==> src/sv/box_average_downscaler_assert.svh <==
// Assertion macros for the box average downscaler.
// Used by box_average_downscaler.sv; expects clk_i and rst_ni in scope.
`ifndef BOX_AVERAGE_DOWNSCALER_ASSERT_SVH
`define BOX_AVERAGE_DOWNSCALER_ASSERT_SVH

`ifndef SYNTHESIS
`define BXAVG_ASSERT_IMPL(label, ante, cons, msg) \
  label: assert property (@(posedge clk_i) disable iff (!rst_ni) (ante) |-> (cons)) \
    else $error(msg);
`define BXAVG_ASSERT_NEXT(label, ante, cons, msg) \
  label: assert property (@(posedge clk_i) disable iff (!rst_ni) (ante) |=> (cons)) \
    else $error(msg);
`else
`define BXAVG_ASSERT_IMPL(label, ante, cons, msg)
`define BXAVG_ASSERT_NEXT(label, ante, cons, msg)
`endif

`endif

==> src/sv/bxavg_pkg.sv <==
// Shared types and constants for the box average downscaler.
// No dependencies; the files that use it refer to it by scoped names.
package bxavg_pkg;

  localparam int unsigned PixW     = 8;
  localparam int unsigned AvgW     = 8;
  localparam int unsigned WidthW   = 11;
  localparam int unsigned HeightW  = 13;
  localparam int unsigned ScaleW   = 5;
  localparam int unsigned CfgIdxW  = 2;
  localparam int unsigned CfgDataW = 13;
  localparam int unsigned ProdW    = 2 * ScaleW;
  localparam int unsigned ColW     = WidthW + 1;
  localparam int unsigned RowW     = HeightW + 1;

  localparam int unsigned MaxHeight   = 4096;
  localparam int unsigned DefMaxWidth = 1024;
  localparam int unsigned DefMaxScale = 16;
  localparam int unsigned MidDepth    = 4;

  localparam int unsigned RstImageWidth  = 640;
  localparam int unsigned RstImageHeight = 480;
  localparam int unsigned RstScaleX      = 2;
  localparam int unsigned RstScaleY      = 2;

  typedef enum logic [CfgIdxW-1:0] {
    RegImageWidth  = 2'd0,
    RegImageHeight = 2'd1,
    RegScaleX      = 2'd2,
    RegScaleY      = 2'd3
  } cfg_reg_e;

  typedef struct packed {
    logic [WidthW-1:0]  image_width;
    logic [HeightW-1:0] image_height;
    logic [ScaleW-1:0]  scale_x;
    logic [ScaleW-1:0]  scale_y;
  } cfg_t;

  typedef struct packed {
    logic row_end;
    logic frame_end;
  } flags_t;

endpackage

==> src/sv/bxavg_back.sv <==
// Back end: restoring divider for block averages and the result output register.
// Depends on bxavg_pkg.
module bxavg_back #(
  parameter int unsigned MAX_SCALE = bxavg_pkg::DefMaxScale
) (
  input  logic                 clk_i,
  input  logic                 rst_ni,
  input  bxavg_pkg::cfg_t      cfg_i,
  input  logic                 fifo_empty_i,
  input  logic [$clog2(MAX_SCALE*MAX_SCALE*255+1)-1:0] fifo_sum_i,
  input  bxavg_pkg::flags_t    fifo_flags_i,
  output logic                 fifo_pop_o,
  input  logic                 pop_i,
  output logic                 empty_o,
  output logic [bxavg_pkg::AvgW-1:0] avg_o,
  output bxavg_pkg::flags_t    flags_o
);

  localparam int unsigned AvgW  = bxavg_pkg::AvgW;
  localparam int unsigned ProdW = bxavg_pkg::ProdW;
  localparam int unsigned SumW  = $clog2(MAX_SCALE * MAX_SCALE * 255 + 1);
  localparam int unsigned DenW  = ProdW + AvgW - 1;
  localparam int unsigned CmpW  = (SumW > DenW) ? SumW : DenW;
  localparam int unsigned StepW = $clog2(AvgW);

  typedef enum logic [2:0] {
    BkIdle = 3'b001,
    BkDiv  = 3'b010,
    BkHold = 3'b100
  } bk_state_e;

  bk_state_e         state_q, state_d;
  logic [ProdW-1:0]  prod_q;
  logic [SumW-1:0]   rem_q, rem_d;
  logic [DenW-1:0]   den_q, den_d;
  logic [AvgW-1:0]   quo_q, quo_d;
  logic [StepW-1:0]  step_q, step_d;
  bxavg_pkg::flags_t flags_q, flags_d;
  logic              out_valid_q, out_valid_d, out_load;
  logic [AvgW-1:0]   out_avg_q;
  bxavg_pkg::flags_t out_flags_q;
  logic              fits;

  always_comb begin
    state_d     = state_q;
    rem_d       = rem_q;
    den_d       = den_q;
    quo_d       = quo_q;
    step_d      = step_q;
    flags_d     = flags_q;
    fifo_pop_o  = 1'b0;
    out_load    = 1'b0;
    fits        = CmpW'(rem_q) >= CmpW'(den_q);
    out_valid_d = out_valid_q && !pop_i;
    case (state_q)
      BkIdle: begin
        if (!fifo_empty_i) begin
          fifo_pop_o = 1'b1;
          rem_d      = fifo_sum_i;
          den_d      = DenW'(prod_q) << (AvgW - 1);
          quo_d      = '0;
          step_d     = '0;
          flags_d    = fifo_flags_i;
          state_d    = BkDiv;
        end
      end
      BkDiv: begin
        if (fits) begin
          rem_d = SumW'(CmpW'(rem_q) - CmpW'(den_q));
        end
        quo_d  = {quo_q[AvgW-2:0], fits};
        den_d  = den_q >> 1;
        step_d = StepW'(step_q + 1'b1);
        if (step_q == StepW'(AvgW - 1)) begin
          state_d = BkHold;
        end
      end
      BkHold: begin
        if (!out_valid_q || pop_i) begin
          out_load    = 1'b1;
          out_valid_d = 1'b1;
          state_d     = BkIdle;
        end
      end
      default: state_d = BkIdle;
    endcase
  end

  always_ff @(posedge clk_i or negedge rst_ni) begin
    if (!rst_ni) begin
      state_q     <= BkIdle;
      out_valid_q <= 1'b0;
    end else begin
      state_q     <= state_d;
      out_valid_q <= out_valid_d;
    end
  end

  always_ff @(posedge clk_i) begin
    prod_q  <= ProdW'(cfg_i.scale_x * cfg_i.scale_y);
    rem_q   <= rem_d;
    den_q   <= den_d;
    quo_q   <= quo_d;
    step_q  <= step_d;
    flags_q <= flags_d;
    if (out_load) begin
      out_avg_q   <= quo_q;
      out_flags_q <= flags_q;
    end
  end

  assign empty_o = !out_valid_q;
  assign avg_o   = out_avg_q;
  assign flags_o = out_flags_q;

endmodule

==> config.mk <==
export PLATFORM = sky130hd
export DESIGN_NAME = bxavg_back
export DESIGN_NICKNAME = d
export VERILOG_FILES = /design/src/sv/box_average_downscaler_assert.svh /design/src/sv/bxavg_pkg.sv /design/src/sv/bxavg_back.sv
export SDC_FILE = /design/constraint.sdc
export NUM_CORES = 1
export LEC_CHECK = 0
export BUFFER_PORTS_ARGS = -buffer_cell sky130_fd_sc_hd__buf_2
export CAP_MARGIN = 25
export CORE_AREA = 8 8 110 102
export CTS_CLUSTER_DIAMETER = 100
export DETAILED_ROUTE_END_ITERATION = 6
export DIE_AREA = 0 0 118 110
export MAX_ROUTING_LAYER = met4
export PLACE_DENSITY = 0.62
export SYNTH_ARGS = -nofsm -noshare
export SYNTH_HDL_FRONTEND = slang
export SYNTH_SLANG_ARGS = --single-unit
==> constraint.sdc <==
create_clock -name clk_i -period 3.8 [get_ports clk_i]
set_input_delay 0.19 -clock clk_i [delete_from_list [all_inputs] [get_ports clk_i]]
set_output_delay 0.19 -clock clk_i [all_outputs]
set_load 0.02 [all_outputs]
==> results by group <==
Routing
  • Routed Antenna Nets: 0
  • Drt pass-1 iters: 4
  • Total Wirelength: 7.53 mm
  • Remaining DRCs: 0
  • Via density: around 5.0
  • Routed WL per cell: 13.6 um
  • Initial DRC Count: 130
  • Vias: 2761

STA
  • Worst rel slew slack: 0.363
  • Max-slew violations: 0
  • RSZ-0062 raised after global routing: no
  • Final hold slack: approximately 0.025 ns
  • Fin Setup TNS: 0 ns
  • Worst Tran Pin Value: 0.952 ns
  • Setup Skew: 0.0141 ns
  • Peak Freq: between 300 and 400 MHz
  • Final-report setup violation count: 0
  • Final Hold Fails: 0
  • Period minus WS final: about 3.0 ns
  • Post-route clock period utilization: 0.797

Worst setup path
  • Critical Path AT: 3.29 ns
  • Max incr delay on CP: 0.55 ns
  • Slowest-stage cell, CP: fa_1
  • R2R cell count: 8
  • Max FO, Critical Path: 5
  • Kind of critical path: input pin to register
  • Reg2Reg Launch Point: rem_q[4]
  • Crit. End Element: register
  • R2r endpoint: rem_q[11]
  • Setup crit start kind: input pin
  • Req. time, crit path: 4.07 ns
  • Crit path top cell by count: fa_1
  • Critical Path, Cell by Cell: buf_2 > nand2_1 > fa_1 > fa_1 > fa_1 > inv_1 > ha_1 > a21oi_1 > o21ai_0 > o41ai_1 > xor2_1
  • Worst reg2reg setup slack: 1.29 ns

Clocking
  • CTS tree: yes
  • # H-tree levels: 3
  • Setup bufs post-CTS: 0
  • Post_cts resized: 0
  • Worst-path clk slew: 0.08 ns
  • Later-pin clock latency in the skew report: 0.35 ns
  • CTS Sinks: 70
  • CTS max path bufs: 2
  • Num CTS Buffers: 9
  • CTS Root Buffer Type: clkbuf_8

Floorplanning
  • I/O pin total: 68
  • Die extent in x: around 120 um
  • Row count: 34
  • Starting Density: 0.431
  • Die Y-Extent: 110 um
  • Total core area: 9400 um2
  • Die area: 13000 um2

Power and ir drop
  • Pleak: 2.04 nW
  • Worst vdd ir: ~0.24 mV
  • Overall Power: 0.00344 W
  • PwrDens: 739 nW/um2

Synthesis
  • Post-Syn Area per Cell: 10.8 um2
  • #FFs+latches synth: 70
  • Sequential fraction of the synthesis area: 0.489
  • Synth top area share: 0.415
  • EDFF count, synth: 56
  • Yosys warns: 0
  • Top cells by area, synth: edfxtp_1 (41%), ha_1 (11%), dfxtp_1 (4.9%)
  • Cells after Synth: 377
  • Yosys top cell by area: edfxtp_1
  • Count leader, synth: edfxtp_1
  • Synthesized area: 4060 um2
  • Top FF cell, synth: edfxtp_1
  • Synth cell types: 48
  • Synth Net Count: 479
  • Fraction of registers with async set/reset: 0.0571
  • Synth top cells by count: edfxtp_1 (56), nand2_1 (42), inv_1 (39), ha_1 (36), o21ai_0 (27)

Worst hold path
  • Hold worst-path end: flags_q[1]
  • Hold crit path type: input pin to register
  • Start point of the worst hold path: fifo_flags_i[1]
  • Worst hold stages: 1

Placed design
  • Routability cong.: 0.755
  • DP HPWL: 5.48 mm
  • # port buffers: 43
  • Cells after DPL: 538

Layout
  • Filler cells: 857
  • Diodes inserted: 0
  • Register area: about 2000 um2
  • Layout area overhead: 14.6%
  • Final nets: between 500 and 600
  • Layout cells sized above 1: 0.156
  • Area occupied by multi-input gates: 1880 um2
  • Non-Filler Instances: ~560

Flow run
  • Max Cap Viol: 0

Global route
  • Initial antenna violation count: 0
  • First-pass GRT wire length: 12.6 mm
  • Vias in the first global route: 2768
  • Gr ovfl total: 0
  • Total track usage: 0.124
  • Largest net degree at the start of global routing: 66

Status
  • Outcome: finished, final reports clean
through the flow:
step	setup slack (ns)	utilization	area [um2]
2_1_floorplan	0.809	-	4060
3_3_place_gp	0.536	0.467	4390
3_5_place_dp	0.410	0.467	4390
4_1_cts	0.771	0.494	4650
5_1_grt	0.617	0.494	4650
6_report	0.773	0.494	4650
sequential cells by signal, summed over array words and instances (netlist names):
| signal | cells |
|---|---|
| prod_q | 10 |
| state_q | 3 |
| avg_o | 8 |
| step_q | 3 |
| den_q | 17 |
| flags_q | 2 |
| flags_o | 2 |
| out_valid_q | 1 |
| rem_q | 16 |
| quo_q | 8 |
repair_timing:
action,CTS,global route
endpoints found under the hold margin,4,0
hold buffers,1,0
setup endpoints to repair,0,0
kinds of logic (layout without fill, tap and decap cells):
group           Yosys count  count (layout)  synth area share
simple gates            126             126             0.161
compound gates           71              71             0.109
flops                    70              70             0.489
buf+inv                  49             101            0.0484
fa+ha+maj                46              46             0.160
xor+xnor                 14              14            0.0302
mux                       1               1           0.00247
worst max-delay path by stage:
| stage | start | end | slack (ns) |
|---|---|---|---|
| 2_1_floorplan | cfg_i[5] | prod_q[9] | 0.81 |
| 3_3_place_gp | cfg_i[4] | prod_q[9] | 0.54 |
| 3_5_place_dp | cfg_i[4] | prod_q[9] | 0.41 |
| 4_1_cts | cfg_i[4] | prod_q[9] | 0.77 |
| 5_1_grt | cfg_i[4] | prod_q[9] | 0.62 |
| 6_report | cfg_i[4] | prod_q[9] | 0.77 |
area by class of cell:
| class | count | share of cell area |
|---|---|---|
| Tap cell | 126 | 0.0339 |
| Clock inverter | 7 | 0.0258 |
| Sequential cell | 70 | 0.427 |
| Timing Repair Buffer | 46 | 0.0517 |
| Clock buffer | 9 | 0.0266 |
| Inverter | 39 | 0.0315 |
| Multi-Input combinational cell | 258 | 0.404 |
cells in the final DEF (no fill, tap or decap), drive strengths merged, types with 2 or more instances in the layout:
cell type,count
a21o,6
a21oi,16
a31oi,5
and2,26
and3,4
buf,45
bufinv,3
clkbuf,9
dfrtp,3
dfxtp,10
edfxtp,56
fa,10
ha,36
inv,41
nand2,42
nand2b,5
nand3,7
nand3b,4
nand4,2
nand4b,2
nor2,22
nor2b,2
nor3,2
nor3b,3
o2111ai,3
o211ai,2
o21ai,27
o21bai,2
o311ai,3
o31ai,2
or4b,2
xnor2,9
xor2,5
power breakdown:
| part | switching, W | internal, W | total (W) |
|---|---|---|---|
| Clock | 0.000287 | 0.000439 | 0.000727 |
| Combinational | 0.000884 | 0.000561 | 0.00144 |
| Sequential | 0.0000880 | 0.00118 | 0.00127 |
layer usage:
layer / track usage / vias up / wire length (um)
met1: 0.149 / 1291 / 3780
met4: 0.0438 / 0 / 79
li1: - / 1415 / -
met5: - / - / 0
met3: 0.0356 / 5 / 296
met2: 0.197 / 50 / 3370
worst max-delay path, delay by kind of cell:
family	cells	cell delay [ns]
adder cells (fa/ha/maj)	4	1.93
AO/OA/AOI/OAI	3	0.74
XOR/XNOR	1	0.18
AND/OR/NAND/NOR	1	0.08
buffers and inverters	2	0.18
No activity file was read; power rests on OpenSTA's default activity.
