File: src/sv/box_average_downscaler_assert.svh
// Assertion macros for the box average downscaler.
// Used by box_average_downscaler.sv; expects clk_i and rst_ni in scope.
`ifndef BOX_AVERAGE_DOWNSCALER_ASSERT_SVH
`define BOX_AVERAGE_DOWNSCALER_ASSERT_SVH

`ifndef SYNTHESIS
`define BXAVG_ASSERT_IMPL(label, ante, cons, msg) \
  label: assert property (@(posedge clk_i) disable iff (!rst_ni) (ante) |-> (cons)) \
    else $error(msg);
`define BXAVG_ASSERT_NEXT(label, ante, cons, msg) \
  label: assert property (@(posedge clk_i) disable iff (!rst_ni) (ante) |=> (cons)) \
    else $error(msg);
`else
`define BXAVG_ASSERT_IMPL(label, ante, cons, msg)
`define BXAVG_ASSERT_NEXT(label, ante, cons, msg)
`endif

`endif

File: src/sv/bxavg_fifo.sv
// Small register queue between the front and back ends of the downscaler.
// No dependencies.
module bxavg_fifo #(
  parameter int unsigned Width = 18,
  parameter int unsigned Depth = 4
) (
  input  logic                       clk_i,
  input  logic                       rst_ni,
  input  logic                       push_i,
  input  logic [Width-1:0]           data_i,
  input  logic                       pop_i,
  output logic [Width-1:0]           data_o,
  output logic [$clog2(Depth+1)-1:0] count_o
);

  localparam int unsigned PtrW = (Depth > 1) ? $clog2(Depth) : 1;
  localparam int unsigned CntW = $clog2(Depth + 1);

  logic [Width-1:0] mem_q [Depth];
  logic [PtrW-1:0]  wptr_q, wptr_d, rptr_q, rptr_d;
  logic [CntW-1:0]  count_q, count_d;

  always_comb begin
    wptr_d  = wptr_q;
    rptr_d  = rptr_q;
    count_d = count_q;
    if (push_i) begin
      wptr_d = (wptr_q == PtrW'(Depth - 1)) ? '0 : PtrW'(wptr_q + 1'b1);
    end
    if (pop_i) begin
      rptr_d = (rptr_q == PtrW'(Depth - 1)) ? '0 : PtrW'(rptr_q + 1'b1);
    end
    case ({push_i, pop_i})
      2'b10:   count_d = CntW'(count_q + 1'b1);
      2'b01:   count_d = CntW'(count_q - 1'b1);
      default: count_d = count_q;
    endcase
  end

  always_ff @(posedge clk_i or negedge rst_ni) begin
    if (!rst_ni) begin
      wptr_q  <= '0;
      rptr_q  <= '0;
      count_q <= '0;
    end else begin
      wptr_q  <= wptr_d;
      rptr_q  <= rptr_d;
      count_q <= count_d;
    end
  end

  always_ff @(posedge clk_i) begin
    if (push_i) begin
      mem_q[wptr_q] <= data_i;
    end
  end

  assign data_o  = mem_q[rptr_q];
  assign count_o = count_q;

endmodule

File: config.mk
export PLATFORM = sky130hd
export DESIGN_NAME = bxavg_fifo
export DESIGN_NICKNAME = d
export VERILOG_FILES = /design/src/sv/box_average_downscaler_assert.svh /design/src/sv/bxavg_fifo.sv
export SDC_FILE = /design/constraint.sdc
export NUM_CORES = 1
export LEC_CHECK = 0
export BUFFER_PORTS_ARGS = -buffer_cell sky130_fd_sc_hd__buf_4
export CAP_MARGIN = 20
export CORE_MARGIN = 3
export CORE_UTILIZATION = 50
export CTS_CLUSTER_DIAMETER = 60
export CTS_CLUSTER_SIZE = 30
export DETAILED_ROUTE_END_ITERATION = 10
export PLACE_DENSITY = 0.78
export SLEW_MARGIN = 40
export SYNTH_ARGS = -nofsm -noshare
export SYNTH_HDL_FRONTEND = slang
export SYNTH_SLANG_ARGS = --single-unit
File: constraint.sdc
create_clock -name clk_i -period 2.17 [get_ports clk_i]
set_clock_uncertainty 0.1 [all_clocks]
set_input_delay 0.217 -clock clk_i [delete_from_list [all_inputs] [get_ports clk_i]]
set_output_delay 0.217 -clock clk_i [all_outputs]
set_load 0.005 [all_outputs]
==> out/results.ini, run 1 <==
[timing]
fin_crit_sh_pct=92.3
final_hold_viol_count=0
tns_ns=0
layout_setup_ws_ns=0.166
slew-limit-headroom_pct=75.2
worstMarginPinSlew_ns=0.372
hold_slack_ns=0.0608
period_minus_slack_ns=2.00
rsz0062_at_grt=no
setup_viol=0
slew_violations=0
max_clock_freq_mhz=499

[yosys]
synth_common_cells=edfxtp_1, mux4_2, dfrtp_1
yosysWarnings=0
ys_ff_latch=79
synth_top_area_cell=edfxtp_1
synth_async_sr_flop_share_pct=8.86
synthTopCellsByArea=edfxtp_1, mux4_2, dfrtp_1
synth_flop_cell=edfxtp_1
synth_top_cell_area_share_pct=71.9
avgSynthCellArea_um2=22.9
seq_area_frac_synth_pct=77.8
synth_cell_type_count=17
synth_most_common_cell=edfxtp_1
synth.net_count=160
synth_edf_count=72
syn-cell-area_um2=3010
synthCells=131

[worst_setup_path]
cp_slowest_stage_delay_ns=0.55
cp-start-kind=flip-flop
critPathMostFrequentCell=buf_4
path_class=reg -> out
crit_arrival_ns=1.69
r2r-start=wptr_q[0]$_DFFE_PN0P_
path_cells=buf_4 > mux4_2 > buf_4
path_max_fanout=13
r2r-end=mem_q[0][10]$_DFFE_PP_
required_ns=1.85
endpoint_kind=primary output
rrSetupSlack_ns=0.56
reg2regPathDepth=4
cp_slowest_cell=mux4_2

[routing]
drt-initial-drc-count=86
postRouteAntennaNets=0
drc=0
vias=1467
routed_wl_um=5280
viasPerCell=5.17
dr.pass1.iters=4
wl_per_cell_um=18.6

[min_path]
hp-class=in -> reg
hold-path-cell-count=2
holdPathEnd=rptr_q[0]$_DFFE_PN0P_
hp-start=pop_i

[floorplan]
die_area_um2=6980
coreArea_um2=5680
io_pins=43
die_x_um=83.5
dieHeight_um=83.5
row_count=27
start_util_pct=53.0

[clock_tree]
clock-root-buffer=clkbuf_8
clk_pin_slew_ns=0.07
clock-sinks=79
postCtsSetupBuffers=0
h-tree-depth=3
clockBufferDepth=2
clk_latency_ns=0.33
cts.repair.resized=0
numCtsBuffers=9
cts_tree=done

[power]
power.density_nw_per_um2=1170
vdd_drop_max_mv=0.607
total_leakage_power_nw=1.41
p_total_mw=4.51

[layout]
n_antenna_cell=0
fin_area_um2=3850
synthToLayoutAreaGrowth_pct=28.3
nets=236
fin_cells=284
final_layout_size_suffix_gt1_share_pct=39.2
utilization_pct=67.9

[run]
cap_violations=0

[global_routing]
grt_pass1_wl_um=8760
grt_pass1_vias=1736
grt_start_max_net_pins=14
antenna_found_initial=0
grt_overflow=0
track_usage_pct=16.8

[placed_design]
pre_cts_ws_ns=0.488
placed_area_um2=3480
place_inst=248
gp_congestion=0.673
hpwl_um=3560
io_buffer_count=42

[outcome]
status=finished clean

## final cells by class
class / instances / area [um^2]
Clock buffer: 12 / 156
Clock inverter: 4 / 20.0
Fill cell: 354 / 1820
Inverter: 6 / 22.5
Multi-Input combinational cell: 42 / 611
Sequential cell: 79 / 2340
Tap cell: 72 / 90.1
Timing Repair Buffer: 69 / 618
## how the worst max path moves through the flow
stage / from / cells after the start / slack (ns) / end
6_report: rptr_q[0]$_DFFE_PN0P_ / 3 / 0.17 / data_o[15]
4_1_cts: rptr_q[0]$_DFFE_PN0P_ / 3 / 0.13 / data_o[16]
5_1_grt: rptr_q[0]$_DFFE_PN0P_ / 3 / 0.06 / data_o[13]
2_1_floorplan: wptr_q[0]$_DFFE_PN0P_ / 3 / 0.60 / mem_q[2][0]$_DFFE_PP_
3_5_place_dp: push_i / 8 / 0.49 / count_o[2]$_DFFE_PN0P_
3_3_place_gp: rptr_q[0]$_DFFE_PN0P_ / 3 / 0.53 / data_o[16]
## registers in the layout, indices dropped and copies added (netlist names)
register  flops
rptr_q        2
count_o       3
mem_q        72
wptr_q        2
## kinds of logic after synthesis
group	after synthesis	share of synthesized area, %
compound gates	3	0.499
fa+ha+maj	7	3.16
xor+xnor	3	0.874
mux	20	14.2
flops	79	77.8
buf+inv	10	1.91
simple gates	9	1.54
## worst max-delay path, delay by kind of cell, from the launching register on
| kind | cells | cell delay, ns |
|---|---|---|
| buf+inv | 2 | 0.44 |
| flops | 1 | 0.36 |
| mux | 1 | 0.55 |
## routing by layer
metal / vias to the layer above / routed length [um] / global-route usage (%) / part of all wire (%)
met1: 749 / 1930 / 18.4 / 37
li1: 678 / - / - / -
met2: 34 / 3070 / 30.5 / 58
met3: 6 / 169 / 3.16 / 3.2
met4: 0 / 110 / 9.65 / 2.1
met5: - / 0 / 0 / 0
## where the power goes
part	internal, mW	leakage [nW]	switching, mW	total (mW)
sequential	1.97	0.745	0.125	2.09
combinational	0.850	0.571	0.620	1.47
clock	0.478	0.0950	0.470	0.948
total	3.30	1.41	1.21	4.51
## placed cells by master, fill, tap and decap left out, types with 3 or more instances in the layout
master and count:
edfxtp_1 72, clkinv_2 4, and2_1 4, ha_1 6, dlygate4sd3_1 20, buf_12 4
dfrtp_1 7, buf_4 45, mux4_2 18, clkbuf_8 9, o21ai_0 3, inv_1 6
## what timing repair did
item | in CTS | in global routing
endpoints found under the hold margin | 80 | 0
setup endpoints to repair | 0 | 0
hold buffers | 20 | 0
(Power assumes the default switching activity.)
==> run 2: changes to the inputs <==
--- a/config.mk
+++ b/config.mk
@@ -8,11 +8,11 @@
 export BUFFER_PORTS_ARGS = -buffer_cell sky130_fd_sc_hd__buf_4
 export CAP_MARGIN = 20
 export CORE_MARGIN = 3
-export CORE_UTILIZATION = 50
+export CORE_UTILIZATION = 40
 export CTS_CLUSTER_DIAMETER = 60
 export CTS_CLUSTER_SIZE = 30
 export DETAILED_ROUTE_END_ITERATION = 10
-export PLACE_DENSITY = 0.78
+export PLACE_DENSITY = 0.66
 export SLEW_MARGIN = 40
 export SYNTH_ARGS = -nofsm -noshare
 export SYNTH_HDL_FRONTEND = slang
==> out/results.ini, run 2 (synthesized netlist as in run 1, its figures left out) <==
[placed_design]
place_inst=274
pre_cts_ws_ns=0.413
hpwl_um=3640
io_buffer_count=42
gp_congestion=0.695

[routing]
vias=1463
met2_length_um=2670
wl_per_cell_um=16.7
wl_met1_um=2210
drc=0
viasPerCell=4.73
top_layer_used=met4
postRouteAntennaNets=0
drt-initial-drc-count=81
dr.pass1.iters=4
routed_wl_um=5150
wl_met3_um=186

[worst_setup_path]
path_cells=buf_12 > mux4_2 > buf_4
rrSetupSlack_ns=0.52
endpoint_kind=primary output
cp_top_family=multiplexers
crit_arrival_ns=1.69
cp_slowest_stage_delay_ns=0.53
cp_slowest_cell=mux4_2
required_ns=1.85
path_max_fanout=18
cp_num_buf_inv=2
path_class=reg -> out
cp-start-kind=flip-flop

[clock_tree]
clock-root-buffer=clkbuf_8
clk_latency_ns=0.33
cts_tree=done
clock-sinks=79
clockBufferDepth=2
clk_pin_slew_ns=0.07
numCtsBuffers=9
h-tree-depth=3

[layout]
nets=237
final_common_cell=edfxtp_1
fin_cells=309
largest_register_ffs=72
synthToLayoutAreaGrowth_pct=28.0
mostFrequentLayoutCells=edfxtp_1, buf_4, dlygate4sd3_1, mux4_2, clkbuf_8
largest-register=mem_q
final_layout_size_suffix_gt1_share_pct=39.4
fillers=558
n_antenna_cell=0

[global_routing]
grt_overflow=0
grt_pass1_vias=1621
track_usage_pct=13.3
grt_start_max_net_pins=19
antenna_found_initial=0
grt_pass1_wl_um=8370

[floorplan]
die_area_um2=8590
io_pins=43
coreArea_um2=7020
start_util_pct=42.8
row_count=30
die_x_um=92.7
dieHeight_um=92.7

[power]
power.density_nw_per_um2=1150
vdd_drop_max_mv=0.487
p_total_mw=4.42
total_leakage_power_nw=1.39

[timing]
slew-limit-headroom_pct=71.3
slew_violations=0
rsz0062_at_grt=no
setup_viol=0
tns_ns=0
final_hold_viol_count=0
period_minus_slack_ns=2.01
layout_setup_ws_ns=0.159
max_clock_freq_mhz=497
worstMarginPinSlew_ns=0.430
fin_crit_sh_pct=92.7

[run]
cap_violations=0

[min_path]
hp-class=in -> reg

[outcome]
status=finished clean

run 2: changes by cell type in the layout (fill, tap and decap cells not counted), moves of 2 or more:
cell,before,now
buf_12,4,2
buf_4,45,49
clkinv_1,0,2
clkinv_2,4,2
run 2: through the flow:
stage / hold slack [ns] / cell area (um^2) / utilization, %
floorplan: -0.179 / 3010 / -
global placement: -0.0641 / 3500 / 49.8
detailed placement: -0.0613 / 3500 / 49.8
CTS: 0.00240 / 3840 / 54.8
global route: 0.0102 / 3850 / 54.8
finish: 0.0105 / 3850 / 54.8
run 2: metal layers:
layer  vias up  global-route usage [%]
li1        678                       -
met1       745                    17.0
met2        30                    21.4
met3        10                    3.17
met4         0                    6.23
met5         -                       0
run 2: layout make-up:
| type | instances | area, um^2 | share of cell area, % |
|---|---|---|---|
| timing repair buffer | 70 | 598 | 15.5 |
| tap | 96 | 120 | 3.12 |
| inverter | 6 | 22.5 | 0.586 |
| multi-input combinational | 42 | 611 | 15.9 |
| clock buffer | 11 | 131 | 3.42 |
| clock inverter | 5 | 25.0 | 0.651 |
| sequential | 79 | 2340 | 60.8 |
run 2: power by group:
part	total, mW	switching [mW]	internal, mW
Sequential	2.09	0.123	1.97
Combinational	1.45	0.606	0.842
Clock	0.874	0.470	0.404
run 2: path summary, 6_finish.rpt:
kind / startpoint / end / cells past startpoint
max: rptr_q[0]$_DFFE_PN0P_ / data_o[16] / 3
min: push_i / wptr_q[0]$_DFFE_PN0P_ / 2
max reg2reg: wptr_q[0]$_DFFE_PN0P_ / mem_q[0][15]$_DFFE_PP_ / 4
min reg2reg: count_o[2]$_DFFE_PN0P_ / count_o[2]$_DFFE_PN0P_ / 1
max in group asynchronous: rst_ni / rptr_q[0]$_DFFE_PN0P_ / 2
min in group asynchronous: rst_ni / rptr_q[1]$_DFFE_PN0P_ / 2
run 2: repair_timing:
item / in CTS / in global routing
endpoints found under the hold margin: 79 / 0
buffers inserted: 0 / 0
resized for setup: 0 / 1
hold buffers: 19 / 0
endpoints found under the setup margin: 0 / 13
==> run 3: changes to the inputs <==
--- a/config.mk
+++ b/config.mk
@@ -12,7 +12,7 @@
 export CTS_CLUSTER_DIAMETER = 60
 export CTS_CLUSTER_SIZE = 30
 export DETAILED_ROUTE_END_ITERATION = 10
-export PLACE_DENSITY = 0.66
+export PLACE_DENSITY = 0.68
 export SLEW_MARGIN = 40
 export SYNTH_ARGS = -nofsm -noshare
 export SYNTH_HDL_FRONTEND = slang
==> constraint.sdc (replaced) <==
create_clock -name clk_i -period 1.8 [get_ports clk_i]
set_clock_uncertainty 0.1 [all_clocks]
set_input_delay 0.18 -clock clk_i [delete_from_list [all_inputs] [get_ports clk_i]]
set_output_delay 0.18 -clock clk_i [all_outputs]
set_load 0.005 [all_outputs]
==> out/results.ini, run 3 (synthesized netlist as in run 1, its figures left out) <==
[outcome]
status=complete, but fails checks
violations=negative setup slack

[routing]
drt-initial-drc-count=55
postRouteAntennaNets=0
routed_wl_um=5370
wl_per_cell_um=17.2
dr.pass1.iters=4
vias=1504
viasPerCell=4.81
drc=0

[worst_setup_path]
path_max_fanout=8
cp-startpoint=rptr_q[0]$_DFFE_PN0P_
cp-start-kind=flip-flop
endpoint_kind=primary output
path_class=reg -> out
cp_slowest_cell=mux4_2
required_ns=1.52
r2r-start=count_o[1]$_DFFE_PN0P_
path_cells=clkbuf_16 > mux4_2 > buf_6
crit_arrival_ns=1.61
cp_slowest_stage_delay_ns=0.51

[layout]
fin_cells=313
largest-register=mem_q
synthToLayoutAreaGrowth_pct=33.3
utilization_pct=57.1
n_antenna_cell=0
mostFrequentLayoutCells=edfxtp_1, buf_4, dlygate4sd3_1, mux4_2, buf_6
largest_register_ffs=72
fin_area_um2=4010
nets=242
final_layout_size_suffix_gt1_share_pct=41.5
final_common_cell=edfxtp_1

[floorplan]
coreArea_um2=7020
row_count=30
dieHeight_um=92.7
die_area_um2=8590
io_pins=43
die_x_um=92.7
start_util_pct=42.8

[placed_design]
place_inst=277
pre_cts_ws_ns=0.145
hpwl_um=3640
gp_congestion=0.699
io_buffer_count=42
placed_area_um2=3510

[power]
p_total_mw=5.92
total_leakage_power_nw=1.47
power.density_nw_per_um2=1480
vdd_drop_max_mv=0.644

[timing]
period_minus_slack_ns=1.89
tns_ns=-1.26
worstMarginPinSlew_ns=0.166
rsz0062_at_grt=yes
slew_violations=0
hold_slack_ns=0.0174
slew-limit-headroom_pct=88.8
final_hold_viol_count=0
layout_setup_ws_ns=-0.0876
max_clock_freq_mhz=530
setup_viol=18
fin_crit_sh_pct=105

[global_routing]
track_usage_pct=13.9
antenna_found_initial=0
grt_overflow=0
grt_start_max_net_pins=14
grt_pass1_wl_um=8800
grt_pass1_vias=1713

[clock_tree]
clk_pin_slew_ns=0.08
numCtsBuffers=9
clockBufferDepth=2
clock-root-buffer=clkbuf_8
cts_tree=done
h-tree-depth=3
clock-sinks=79
clk_latency_ns=0.34

[min_path]
hp-class=in -> reg
hp-start=pop_i

[run]
cap_violations=0

-- run 3: cell count changes in the layout (fill, tap and decap cells not counted), sizes merged --
cell / previous run / this run
clkinvlp: 1 / 0
bufinv: 0 / 2
buf: 51 / 54
clkbuf: 11 / 10
dlygate4sd3: 19 / 20
-- run 3: worst paths after layout --
| kind | cells past startpoint | slack, ns | endpoint |
|---|---|---|---|
| setup / recovery | 3 | -0.09 | data_o[13] |
| hold / removal | 2 | 0.02 | rptr_q[1]$_DFFE_PN0P_ |
| setup reg to reg | 5 | 0.28 | count_o[2]$_DFFE_PN0P_ |
| hold reg to reg | 1 | 0.40 | count_o[2]$_DFFE_PN0P_ |
| max in group asynchronous | 2 | 1.37 | rptr_q[0]$_DFFE_PN0P_ |
| min in group asynchronous | 2 | 0.08 | rptr_q[1]$_DFFE_PN0P_ |
-- run 3: per-layer routing --
metal  vias up  GRT usage (%)  share of wire [%]
li1        688              -                  -
met3         8           4.47                4.7
met4         0           3.66                1.1
met2        44           24.3                 53
met1       764           16.6                 41
met5         -              0                  0
-- run 3: report_power, final --
part           switching (mW)  internal (mW)  total (mW)  leakage [nW]
Sequential              0.132           2.37        2.51         0.744
Combinational           0.817           1.23        2.04         0.620
Clock                   0.600          0.771        1.37         0.107
-- run 3: final cells by class --
| cell class | instances | area, um^2 |
|---|---|---|
| fillers | 546 | 3010 |
| flip-flops and latches | 79 | 2340 |
| repair buffers | 75 | 703 |
| multi-input cells | 42 | 611 |
| clock buffers | 9 | 124 |
| well taps | 96 | 120 |
| clock inverters | 6 | 86.3 |
| inverters | 6 | 22.5 |
-- run 3: worst max-delay path, delay by kind of cell, from the launching register on --
kind                   cells  cell delay, ns
buffers and inverters      2            0.32
muxes                      1            0.51
DFF                        1            0.43
-- run 3: repair_timing --
item,CTS,global route
hold buffers,20,0
resized for setup,18,1
setup buffers,0,0
cloned,1,0
endpoints found under the hold margin,81,0
pin swaps,0,0
setup endpoints to repair,18,18
